## src/rtl/core/sal_pkg.sv

```systemverilog
// sal_pkg: shared types and constants for the sorted array list.
// Used by sal_cell and sorted_array_list; no dependencies.
package sal_pkg;

  localparam int DATA_W       = 32;
  localparam int IDX_W        = 6;
  localparam int OUT_CNT_W    = 7;
  localparam int STATUS_W     = 2;
  localparam int CAPACITY_DEF = 64;

  typedef enum logic [1:0] {
    OP_INSERT     = 2'd0,
    OP_REMOVE_AT  = 2'd1,
    OP_REMOVE_VAL = 2'd2,
    OP_READ       = 2'd3
  } op_t;

  typedef enum logic [STATUS_W-1:0] {
    ST_OK    = 2'd0,
    ST_RANGE = 2'd1,
    ST_FULL  = 2'd2
  } status_t;

  // What every cell does in the current cycle
  typedef enum logic [1:0] {
    CM_HOLD   = 2'd0,
    CM_INSERT = 2'd1,
    CM_REMOVE = 2'd2,
    CM_DROP   = 2'd3
  } cell_mode_t;

  typedef struct packed {
    cell_mode_t              mode;
    logic [DATA_W-1:0]       value;
    logic [IDX_W-1:0]        idx;
  } cell_ctl_t;

endpackage

```

## src/rtl/core/sal_cell.sv

```systemverilog
// sal_cell: one entry of the sorted list, with its compare and shift logic.
// Depends on sal_pkg.
module sal_cell import sal_pkg::*; #(
  parameter int POS   = 0,
  parameter int CNT_W = 7
) (
  input  logic              clk,
  input  cell_ctl_t         ctl,
  input  logic [CNT_W-1:0]  count,
  input  logic [DATA_W-1:0] prev_data,
  input  logic              prev_gt,
  input  logic              prev_ge,
  input  logic [DATA_W-1:0] next_data,
  output logic [DATA_W-1:0] data_o,
  output logic              gt_o,
  output logic              ge_o,
  output logic              hit_o,
  output logic [DATA_W-1:0] rd_o
);

  logic [DATA_W-1:0] data_r;
  logic [DATA_W-1:0] data_nxt;
  logic              valid;
  logic              sel;

  assign valid = POS < int'(count);
  assign sel   = int'(ctl.idx) == POS;
  assign gt_o  = valid && ($signed(data_r) > $signed(ctl.value));
  assign ge_o  = valid && ($signed(data_r) >= $signed(ctl.value));
  // first cell not below the value, and equal to it
  assign hit_o = ge_o && !prev_ge && (data_r == ctl.value);
  assign data_o = data_r;
  assign rd_o   = data_r & {DATA_W{sel}};

  always_comb begin
    data_nxt = data_r;
    case (ctl.mode)
      CM_INSERT: begin
        if (!valid || gt_o) begin
          data_nxt = prev_gt ? prev_data : ctl.value;
        end
      end
      CM_REMOVE: begin
        if (int'(ctl.idx) <= POS) begin
          data_nxt = next_data;
        end
      end
      CM_DROP: begin
        if (ge_o) begin
          data_nxt = next_data;
        end
      end
      default: begin
        data_nxt = data_r;
      end
    endcase
  end

  always_ff @(posedge clk) begin
    data_r <= data_nxt;
  end

endmodule

```

## config.mk

```make
export PLATFORM = sky130hd
export DESIGN_NAME = sal_cell
export DESIGN_NICKNAME = d
export VERILOG_FILES = /design/src/rtl/core/sal_pkg.sv /design/src/rtl/core/sal_cell.sv
export SDC_FILE = /design/constraint.sdc
export NUM_CORES = 1
export LEC_CHECK = 0
export ABC_AREA = 1
export BUFFER_PORTS_ARGS = -buffer_cell sky130_fd_sc_hd__buf_2
export CAP_MARGIN = 20
export CORE_UTILIZATION = 47
export DETAILED_ROUTE_END_ITERATION = 12
export PLACE_DENSITY = 0.87
export SLEW_MARGIN = 0
export SYNTH_ARGS = -nofsm -noshare
export SYNTH_HDL_FRONTEND = slang
export SYNTH_SLANG_ARGS = --single-unit
```

## constraint.sdc

```tcl
create_clock -name clk -period 6.7 [get_ports clk]
set_input_delay 0.335 -clock clk [delete_from_list [all_inputs] [get_ports clk]]
set_output_delay 0.335 -clock clk [all_outputs]
set_load 0.01 [all_outputs]
```

# == Yosys cells after proc, flatten, opt, wreduce, memory -nomap -nowiden ==
# Index checks and enable logic that the tools add are counted.
# totals
ram_bits,0
output_inout_bits,67
memories,0
latchBits,0
register_bits,32
input_bits,114
word_cells,28
mem_bits_ro,0
# op_classes
eq_ne,7
order_cmp,4
n_div,0
addsub,0
muxes,5
reduce_logical,10
shifts,0
n_bitwise,1
multipliers,0
# ops
op,n
two-way mux 32 bit,4
case mux 32 bit (3 select lines),1
bitwise AND 32 bit,1
equality test 32 bit,1
greater-or-equal comparator 32 bit,1
greater-than comparator 32 bit,1
"less-than comparator 1 x 7 -> 1 bit, first input constant",1
"less-or-equal comparator 6 x 1 -> 1 bit, second input constant",1
zero test 6 bit,1
"inequality test 2 bit, second input constant",3
"equality test 2 bit, second input constant",2
logical AND 1 bit,4
AND reduction 4 bit,1
nonzero test 3 bit,1
"equality test 2 x 1 -> 1 bit, second input constant",1
zero test 1 bit,2
logical OR 1 bit,1

# == Longest topological paths before layout ==
# Gate-level depths: netlist of run 1.
# logic_depth
word_depth,5
mapped_depth,18
mapped_depth_nobuf,18

# == Least setup slack after synthesis of run 1 ==
# OpenSTA, ideal clock, no wires.
# synth_path
path_type,reg2reg
from,"register data_r[31], in the netlist data_o[31]"
to,"register data_r[0], in the netlist data_o[0], enable pin"
t_arrival_ns,2.544
period_less_slack_ns,2.944
required_time_ns,6.300
setup_time_ns,0.400
setup_slack_ns,3.756
n_path_buf,0
path_stages_with_launch,10
path_cell_list,edfxtp_1 ha_1 nand2_2 nor2_2 nand2_2 nor4_2 inv_1 nand3_2 nand3_2 a21oi_2
# synth_between
elab_chain_len,5
elab_cells_between_ends,8
classes_between,order compare: 2; eq/ne: 2; reduce/logical: 4
# synth_rtl
element,line_no,source
from (decl),sal_cell.sv:21,logic [DATA_W-1:0] data_r;
from (signal assigned),sal_cell.sv:60,data_r <= data_nxt;
greater-than comparator 32 bit,sal_cell.sv:28,assign gt_o = valid && ($signed(data_r) > $signed(ctl.value));
logical AND 1 bit,sal_cell.sv:28,
logical OR 1 bit,sal_cell.sv:39,if (!valid || gt_o) begin
inequality test 2 bit (no line),-,
AND reduction 4 bit (no line) *,-,
# Every way passes the cells marked *; elsewhere a longest branch is shown, timed or not.
# A chain may end at the register's enable or synchronous reset.

# == Final worst setup path of run 1 ==
# layout_path
from,"register data_r[15], in the netlist data_o[15]"
to,"register data_r[27], in the netlist data_o[27], enable pin"
# The elaborated chain is that of the path after synthesis.

==> results_dict.tcl, run 1 <==
set metrics [dict create \
    status "finished, final reports clean" \
    n_antenna_cell 0 \
    first_global_vias 2809 \
    critPathMaxStageDelay_ns 0.83 \
    p_per_area_nw_per_um2 178 \
    die-area_um2 6440 \
    die_h_um 80.3 \
    vdd_drop_max_v 0.000112 \
    cts_tree "built" \
    drtPass1Iterations 4 \
    fin_worst_skew_ns 0.00912 \
    tns_ns 0 \
    port_buffers 180 \
    syn_nets 525 \
    cp_common_cell "nand2_1" \
    grt_usage_pct 23.9 \
    worst-setup-path-type "reg2reg" \
    hold_buffers 0 \
    hold_violations 0 \
    first_iter_violations 70 \
    fin_crit_sh_pct 43.7 \
    clk_latency_ns 0.28 \
    antenna_found_initial 0 \
    ys_ff_latch 32 \
    cap_violations 0 \
    root_buffer "clkbuf_8" \
    nets 696 \
    clockBufferDepth 2 \
    grt_overflow 0 \
    start_kind "flip-flop" \
    worstPathRequired_ns 6.60 \
    wire_per_inst_um 12.4 \
    ys_seq_area_share_pct 33.4 \
    viasPerCell 4.97 \
    cp_top_family "simple AND/OR/NAND/NOR gates" \
    area_growth_pct 36.3 \
    io_pins 181 \
    synth.distinct_cells 24 \
    fin_cells 626 \
    syn-cell-area_um2 2880 \
    dpl.cell_count 618 \
    yosys.area.top_type "edfxtp_1" \
    rsz0062_at_grt "no" \
    grt_max_degree 64 \
    drtAntennaViolNets 0 \
    min_path_type "in2reg" \
    cts.clk_slew.worst_paths_ns 0.07 \
    fp.dieW_um 80.3 \
    gp_congestion 0.812 \
    netlist_top_cells_area "edfxtp_1, ha_1, inv_1" \
    tightest_slew_ns 1.05 \
    detailed_place_hpwl_mm 6.15 \
    cp_slowest_cell "a21oi_4" \
    worstPathBufferInverterCount 1 \
    synth_area_per_cell_um2 7.60 \
    p_leak_nw 2.22 \
    synth_cells 379 \
    drt-total-wl_mm 7.78 \
    ys_warn_count 0 \
    drive_gt1_share_pct 35.8 \
    slew_violations 0 \
    max_freq_mhz 341 \
    vias 3114 \
    endpoint_kind "flip-flop" \
    slew_headroom_pct 29.9 \
    cts_resized 0 \
    numCtsBuffers 5 \
    cts.sinks 32 \
    initial_core_util_pct 48.6 \
    drc 0 \
    setup_violations 0 \
    grt_pass1_wl_mm 12.0 \
    fp.coreArea_um2 5920 \
    worstPathArrival_ns 2.83 \
    crit_fanout 32 \
    crit_chain "ha_1 > nand2_1 > nor2_1 > nand4_1 > inv_1 > nand2_1 > nand2_1 > nand2_1 > nand2_1 > nand2_1 > nand3_2 > nand3_2 > a21oi_4" \
    rows 28 \
    period_needed_ns 2.93 \
    synth_top_area_share_pct 33.4 \
    cts_setup_buffers 0 \
    htree_levels 2 \
    largest_reg_flops 32 \
]
==> kinds of logic (layout without fill, tap and decap cells) <==
group | Yosys count | after routing | share of synthesized area, %
fa+ha+maj | 32 | 32 | 13.9
buf+inv | 95 | 267 | 12.6
xor+xnor | 1 | 1 | 0.304
simple gates | 135 | 135 | 19.5
flops | 32 | 32 | 33.4
compound gates | 84 | 84 | 20.3
==> where the power goes <==
part           internal [mW]  total [mW]  switching (mW)
sequential             0.259       0.280          0.0214
clock                  0.110       0.183          0.0723
combinational          0.104       0.238           0.134
==> worst reg2reg max path: stages, from the launching register on <==
cell	delay (ns)
edfxtp_1	0.42
ha_1	0.31
nand2_1	0.07
nor2_1	0.17
nand4_1	0.15
inv_1	0.08
nand2_1	0.05
nand2_1	0.06
nand2_1	0.08
nand2_1	0.09
nand2_1	0.06
nand3_2	0.08
nand3_2	0.08
a21oi_4	0.83
==> stage by stage <==
step	worst slack [ns]	power [mW]	hold WS, ns	utilization, %	instance area, um^2
6_report	3.77	0.701	0.319	66.3	3930
5_1_grt	3.50	0.748	0.314	66.3	3930
4_1_cts	3.74	0.706	0.313	66.3	3930
3_5_place_dp	3.73	0.522	0.611	64.5	3820
3_3_place_gp	3.80	0.511	0.609	64.5	3820
2_1_floorplan	3.76	0.425	0.521	-	2880
==> cells in the final DEF (no fill, tap or decap), types with 2 or more instances in the layout <==
cell      netlist  layout
a21oi_1        17      17
buf_2           0     180
clkbuf_8        0       5
edfxtp_1       32      32
ha_1           32      32
inv_1          77      77
nand2_1        70      70
nand2_2         2       2
nand3_1         7       7
nand3_2         2       2
nand4_1         2       2
nor2_1         45      45
nor3_1          2       2
nor4_1          2       2
o211ai_1       30      30
o21a_1         32      32
o21ai_0         2       2
==> Yosys cell counts <==
cell type	count
nand2_2	2
nand3b_1	1
nand3_1	7
xnor2_1	1
nor4_1	2
nand3_2	2
inv_2	1
nand2_1	70
nor3_1	2
nand4_1	2
nor4_2	1
a21oi_1	17
clkbuf_1	16
inv_1	77
edfxtp_1	32
nor2_2	1
o21ai_0	2
ha_1	32
o21a_1	32
nor2_1	45
buf_6	1
a21oi_2	2
o211ai_1	30
a21o_1	1
==> final timing paths <==
check	startpoint	endpoint	slack, ns	depth (start not counted)
max	data_o[15]	data_o[27]	3.77	13
min	next_data[5]	data_o[5]	0.32	2
max reg2reg	data_o[15]	data_o[27]	3.77	13
min reg2reg	data_o[31]	data_o[1]	1.34	6
==> routing by layer <==
metal	up-vias	wire (um)	GRT usage (%)
li1	1584	-	-
met1	1396	3200	27.8
met2	116	3970	43.9
met3	18	435	4.20
met4	0	173	7.86
met5	-	0	0
==> area by class of cell <==
class                           count  area (um^2)
Clock buffer                        6         72.6
Clock inverter                      2         35.0
Fill cell                         541         1990
Inverter                           78          293
Multi-Input combinational cell    252         1560
Sequential cell                    32          961
Tap cell                           75         93.8
Timing Repair Buffer              181          908
Note: power is estimated with default switching activity, not from simulation.
==> run 2, diff against run 1 <==
- CORE_UTILIZATION: 47 -> 39
- PLACE_DENSITY: 0.87 -> 0.77
- clock period: 6.7 -> 2.62 ns (I/O delays scaled with it)
==> results_dict.tcl, run 2 (same netlist as run 1, synthesis figures left out) <==
set metrics [dict create \
    grt_usage_pct 21.0 \
    drive_gt1_share_pct 37.1 \
    largest_reg_flops 32 \
    drt-total-wl_mm 8.46 \
    p_per_area_nw_per_um2 433 \
    area_growth_pct 40.9 \
    rows 30 \
    setup_slack_ns 0.186 \
    cts.clk_slew.worst_paths_ns 0.07 \
    cts.sinks 32 \
    hold_buffers 0 \
    worst-setup-path-type "reg2reg" \
    cts_tree "built" \
    tightest_slew_ns 0.929 \
    fin_crit_sh_pct 92.9 \
    io_pins 181 \
    utilization_pct 58.5 \
    endpoint_kind "flip-flop" \
    preCtsSetupSlack_ns 0.181 \
    nets 707 \
    grt_pass1_wl_mm 12.4 \
    status "finished, final reports clean" \
    vias 3148 \
    setup_violations 0 \
    fill_cells 672 \
    n_antenna_cell 0 \
    clk_latency_ns 0.28 \
    r2r-start "data_o[31]" \
    viasPerCell 4.79 \
    period_needed_ns 2.43 \
    vdd_drop_max_v 0.000223 \
    hold_violations 0 \
    slew_violations 0 \
    mostFrequentLayoutCell "buf_2" \
    max_freq_mhz 411 \
    crit_path_start "data_o[31]" \
    grt_max_degree 63 \
    htree_levels 2 \
    die_h_um 87.9 \
    start_kind "flip-flop" \
    antenna_found_initial 0 \
    crit_fanout 8 \
    root_buffer "clkbuf_8" \
    grt_overflow 0 \
    die-area_um2 7730 \
    wire_per_inst_um 12.9 \
    fp.coreArea_um2 6940 \
    gp_congestion 0.747 \
    first_iter_violations 109 \
    dpl_cell_area_um2 3880 \
    fp.dieW_um 87.9 \
    clockBufferDepth 2 \
    initial_core_util_pct 41.5 \
    drtAntennaViolNets 0 \
    drtPass1Iterations 4 \
    detailed_place_hpwl_mm 6.57 \
    worstPathRequired_ns 2.61 \
    first_global_vias 2833 \
    numCtsBuffers 5 \
    final_cell_area_um2 4060 \
    slew_headroom_pct 38.0 \
    port_buffers 180 \
    min_path_type "in2reg" \
    min_from "next_data[3]" \
    fin_worst_skew_ns 0.00958 \
    drc 0 \
    worstPathArrival_ns 2.43 \
    p_leak_nw 2.28 \
    cap_violations 0 \
    final_cell_mix "buf_2, inv_1, nand2_1" \
]
run 2: cell count changes in the layout (fill, tap and decap cells not counted):
cell and delta:
buf_12 +1, buf_4 +7, buf_6 +1, bufinv_16 -1, clkbuf_16 +2, nor2_1 -1
nor2_2 +1
run 2: power by group:
group	internal, mW	switching (mW)	total, mW	leakage (nW)
combinational	0.321	0.370	0.691	1.93
clock	0.180	0.172	0.352	0.0410
sequential	0.660	0.0526	0.713	0.306
total	1.16	0.595	1.76	2.28
run 2: through the flow:
| stage | setup TNS [ns] | std cells | hold slack, ns | total power, mW |
|---|---|---|---|---|
| CTS | 0 | 649 | 0.111 | 1.72 |
| global placement | 0 | 642 | 0.409 | 1.33 |
| detailed placement | 0 | 642 | 0.406 | 1.36 |
| floorplan | 0 | 379 | 0.316 | 1.09 |
| finish | 0 | 657 | 0.124 | 1.76 |
| global route | -0.787 | 657 | 0.113 | 1.89 |
run 2: worst paths after layout:
| kind | endpoint | slack [ns] | cells past startpoint |
|---|---|---|---|
| worst max register to register | data_o[23] | 0.19 | 13 |
| worst min-delay path | data_o[3] | 0.12 | 2 |
| worst min register to register | data_o[7] | 1.37 | 7 |
| worst max-delay path | data_o[23] | 0.19 | 13 |
run 2: final cells by class:
| class | count | area (um^2) | share of cell area (%) |
|---|---|---|---|
| Clock buffer | 6 | 72.6 | 1.79 |
| Sequential cell | 32 | 961 | 23.7 |
| Inverter | 78 | 293 | 7.21 |
| Multi-Input combinational cell | 252 | 1570 | 38.6 |
| Clock inverter | 1 | 5.00 | 0.123 |
| Timing Repair Buffer | 192 | 1040 | 25.7 |
| Tap cell | 96 | 120 | 2.96 |
run 2: layer usage:
layer	vias up	global-route usage, %	part of all wire (%)
li1	1607	-	-
met1	1415	23.7	42
met2	118	40.1	50
met3	8	3.30	6.0
met4	0	6.71	1.3
met5	-	0	0
run 2: worst max-delay path, stage by stage (launching register included):
cell       delay [ns]
edfxtp_1         0.41
ha_1             0.36
a21oi_1          0.20
o21a_1           0.16
nand2_1          0.06
a21oi_2          0.14
nand2_1          0.09
nand2_1          0.06
nand3_1          0.09
nand2_1          0.07
nand2_1          0.07
a21oi_4          0.13
buf_4            0.16
clkbuf_16        0.15
run 2: what timing repair did:
| item | CTS | global route |
|---|---|---|
| gates resized for setup | 0 | 1 |
| buffers inserted | 0 | 5 |
| endpoints found under the setup margin | 0 | 32 |
==> run 3, diff against run 2 <==
- CORE_UTILIZATION: 39 -> 44
- PLACE_DENSITY: 0.77 -> 0.82
- clock period: 2.62 -> 2.6 ns (I/O delays scaled with it)
==> results_dict.tcl, run 3 (same netlist as run 1, synthesis figures left out) <==
set metrics [dict create \
    grt_pass1_wl_mm 13.2 \
    nets 706 \
    vdd_drop_max_v 0.000358 \
    fin_worst_skew_ns 0.00716 \
    cts.sinks 32 \
    n_antenna_cell 0 \
    dpl.cell_count 624 \
    drive_gt1_share_pct 37.8 \
    rrSetupSlack_ns 0.14 \
    rows 29 \
    min_from "next_data[9]" \
    final_cell_mix "buf_2, inv_1, nand2_1" \
    min_path_type "in2reg" \
    switching_share_pct 34.7 \
    cts.clk_slew.worst_paths_ns 0.08 \
    viasPerCell 4.90 \
    clkPwrFrac_pct 21.6 \
    fin_crit_sh_pct 94.7 \
    tightest_slew_ns 0.958 \
    max_freq_mhz 406 \
    numCtsBuffers 5 \
    hold_buffers 0 \
    drc 0 \
    cts_tree "built" \
    drtPass1Iterations 4 \
    status "finished, final reports clean" \
    worst-setup-path-type "reg2reg" \
    worstPathArrival_ns 2.47 \
    endpoint_kind "flip-flop" \
    fp.coreArea_um2 6350 \
    mostFrequentLayoutCell "buf_2" \
    cap_violations 0 \
    intPower_mw 1.19 \
    detailed_place_hpwl_mm 6.57 \
    first_global_vias 3032 \
    min_to "data_o[9]" \
    p_sw_uw 632 \
    pwr-share-seq_pct 39.5 \
    crit_path_start "data_o[25]" \
    hold_violations 0 \
    largest_reg_flops 32 \
    vias 3124 \
    rr_endpoint "data_o[16]" \
    htree_levels 2 \
    drt-total-wl_mm 8.22 \
    clk_latency_ns 0.29 \
    p_leak_nw 2.29 \
    antenna_found_initial 0 \
    wire_per_inst_um 12.9 \
    io_pins 181 \
    initial_core_util_pct 45.4 \
    die-area_um2 6870 \
    die_h_um 82.9 \
    gp_congestion 0.804 \
    period_needed_ns 2.46 \
    port_buffers 180 \
    power_mw 1.82 \
    utilization_pct 64.3 \
    first_iter_violations 91 \
    grt_max_degree 63 \
    crit_fanout 9 \
    p_comb_share_pct 38.9 \
    slew_violations 0 \
    fin_cells 638 \
    grt_usage_pct 23.4 \
    whs_path_depth 2 \
    clockBufferDepth 2 \
    slew_headroom_pct 36.1 \
    worst-r2r-cell-count 14 \
    fp.dieW_um 82.9 \
    area_growth_pct 41.7 \
    worstPathRequired_ns 2.61 \
    r2r-start "data_o[25]" \
    drtAntennaViolNets 0 \
    grt_overflow 0 \
    start_kind "flip-flop" \
    p_per_area_nw_per_um2 445 \
    root_buffer "clkbuf_8" \
    setup_violations 0 \
]
-- run 3: cell types whose count changed in the layout (fill, tap and decap cells not counted), sizes merged --
cell    previous run  this run
buf              190       189
clkinv             1         3
clkbuf             8         7
-- run 3: per-layer routing --
| layer | up-vias | share of wire (%) | GRT usage, % |
|---|---|---|---|
| met5 | - | 0 | 0 |
| met4 | 0 | 1.6 | 8.31 |
| met3 | 12 | 5.2 | 3.88 |
| met2 | 108 | 51 | 43.0 |
| met1 | 1394 | 42 | 27.2 |
| li1 | 1610 | - | - |
-- run 3: worst max-delay path by stage --
stage                             to  cells past startpoint
after global routing      data_o[16]                     15
after detailed placement  data_o[19]                     14
final                     data_o[16]                     14
after CTS                 data_o[28]                     14
after floorplan            data_o[0]                      9
after global placement    data_o[19]                     10
-- run 3: critical path, stage by stage, from the launching register on --
cell       delay, ns
edfxtp_1        0.42
ha_1            0.31
a21oi_1         0.17
o21ai_0         0.12
nand2_1         0.07
nand2_1         0.06
a21oi_2         0.14
nand2_1         0.09
nand2_1         0.09
nand3_1         0.09
nand2_1         0.08
nand2_1         0.09
a21oi_4         0.14
buf_12          0.14
clkbuf_16       0.16
-- run 3: area by class of cell --
cell class | instances | area [um^2]
inverter | 78 | 293
clock buffer | 5 | 68.8
multi-input combinational | 252 | 1590
fill | 565 | 2270
timing repair buffer | 191 | 1050
sequential | 32 | 961
clock inverter | 3 | 18.8
tap | 77 | 96.3
-- run 3: power groups by stage --
stage | logic [mW] | registers (mW) | clock network (mW)
after detailed placement | 0.639 | 0.731 | 0
final | 0.707 | 0.719 | 0.393
after global routing | 0.794 | 0.727 | 0.419
after global placement | 0.621 | 0.724 | 0
after CTS | 0.643 | 0.719 | 0.406
after floorplan | 0.346 | 0.753 | 0
-- run 3: repair_timing --
| item | in CTS | in global routing |
|---|---|---|
| buffers inserted | 0 | 4 |
| gates resized for setup | 0 | 7 |
| endpoints found under the setup margin | 0 | 32 |
-- run 3: stage by stage --
| stage | setup TNS (ns) | hold WS (ns) | setup WS, ns | instance area [um^2] |
|---|---|---|---|---|
| final | 0 | 0.114 | 0.137 | 4080 |
| after global routing | -0.0363 | 0.109 | -0.00656 | 4080 |
| after CTS | 0 | 0.102 | 0.0913 | 3950 |
| after detailed placement | 0 | 0.405 | 0.118 | 3860 |
| after global placement | 0 | 0.405 | 0.236 | 3860 |
| after floorplan | 0 | 0.314 | 0.0246 | 2890 |
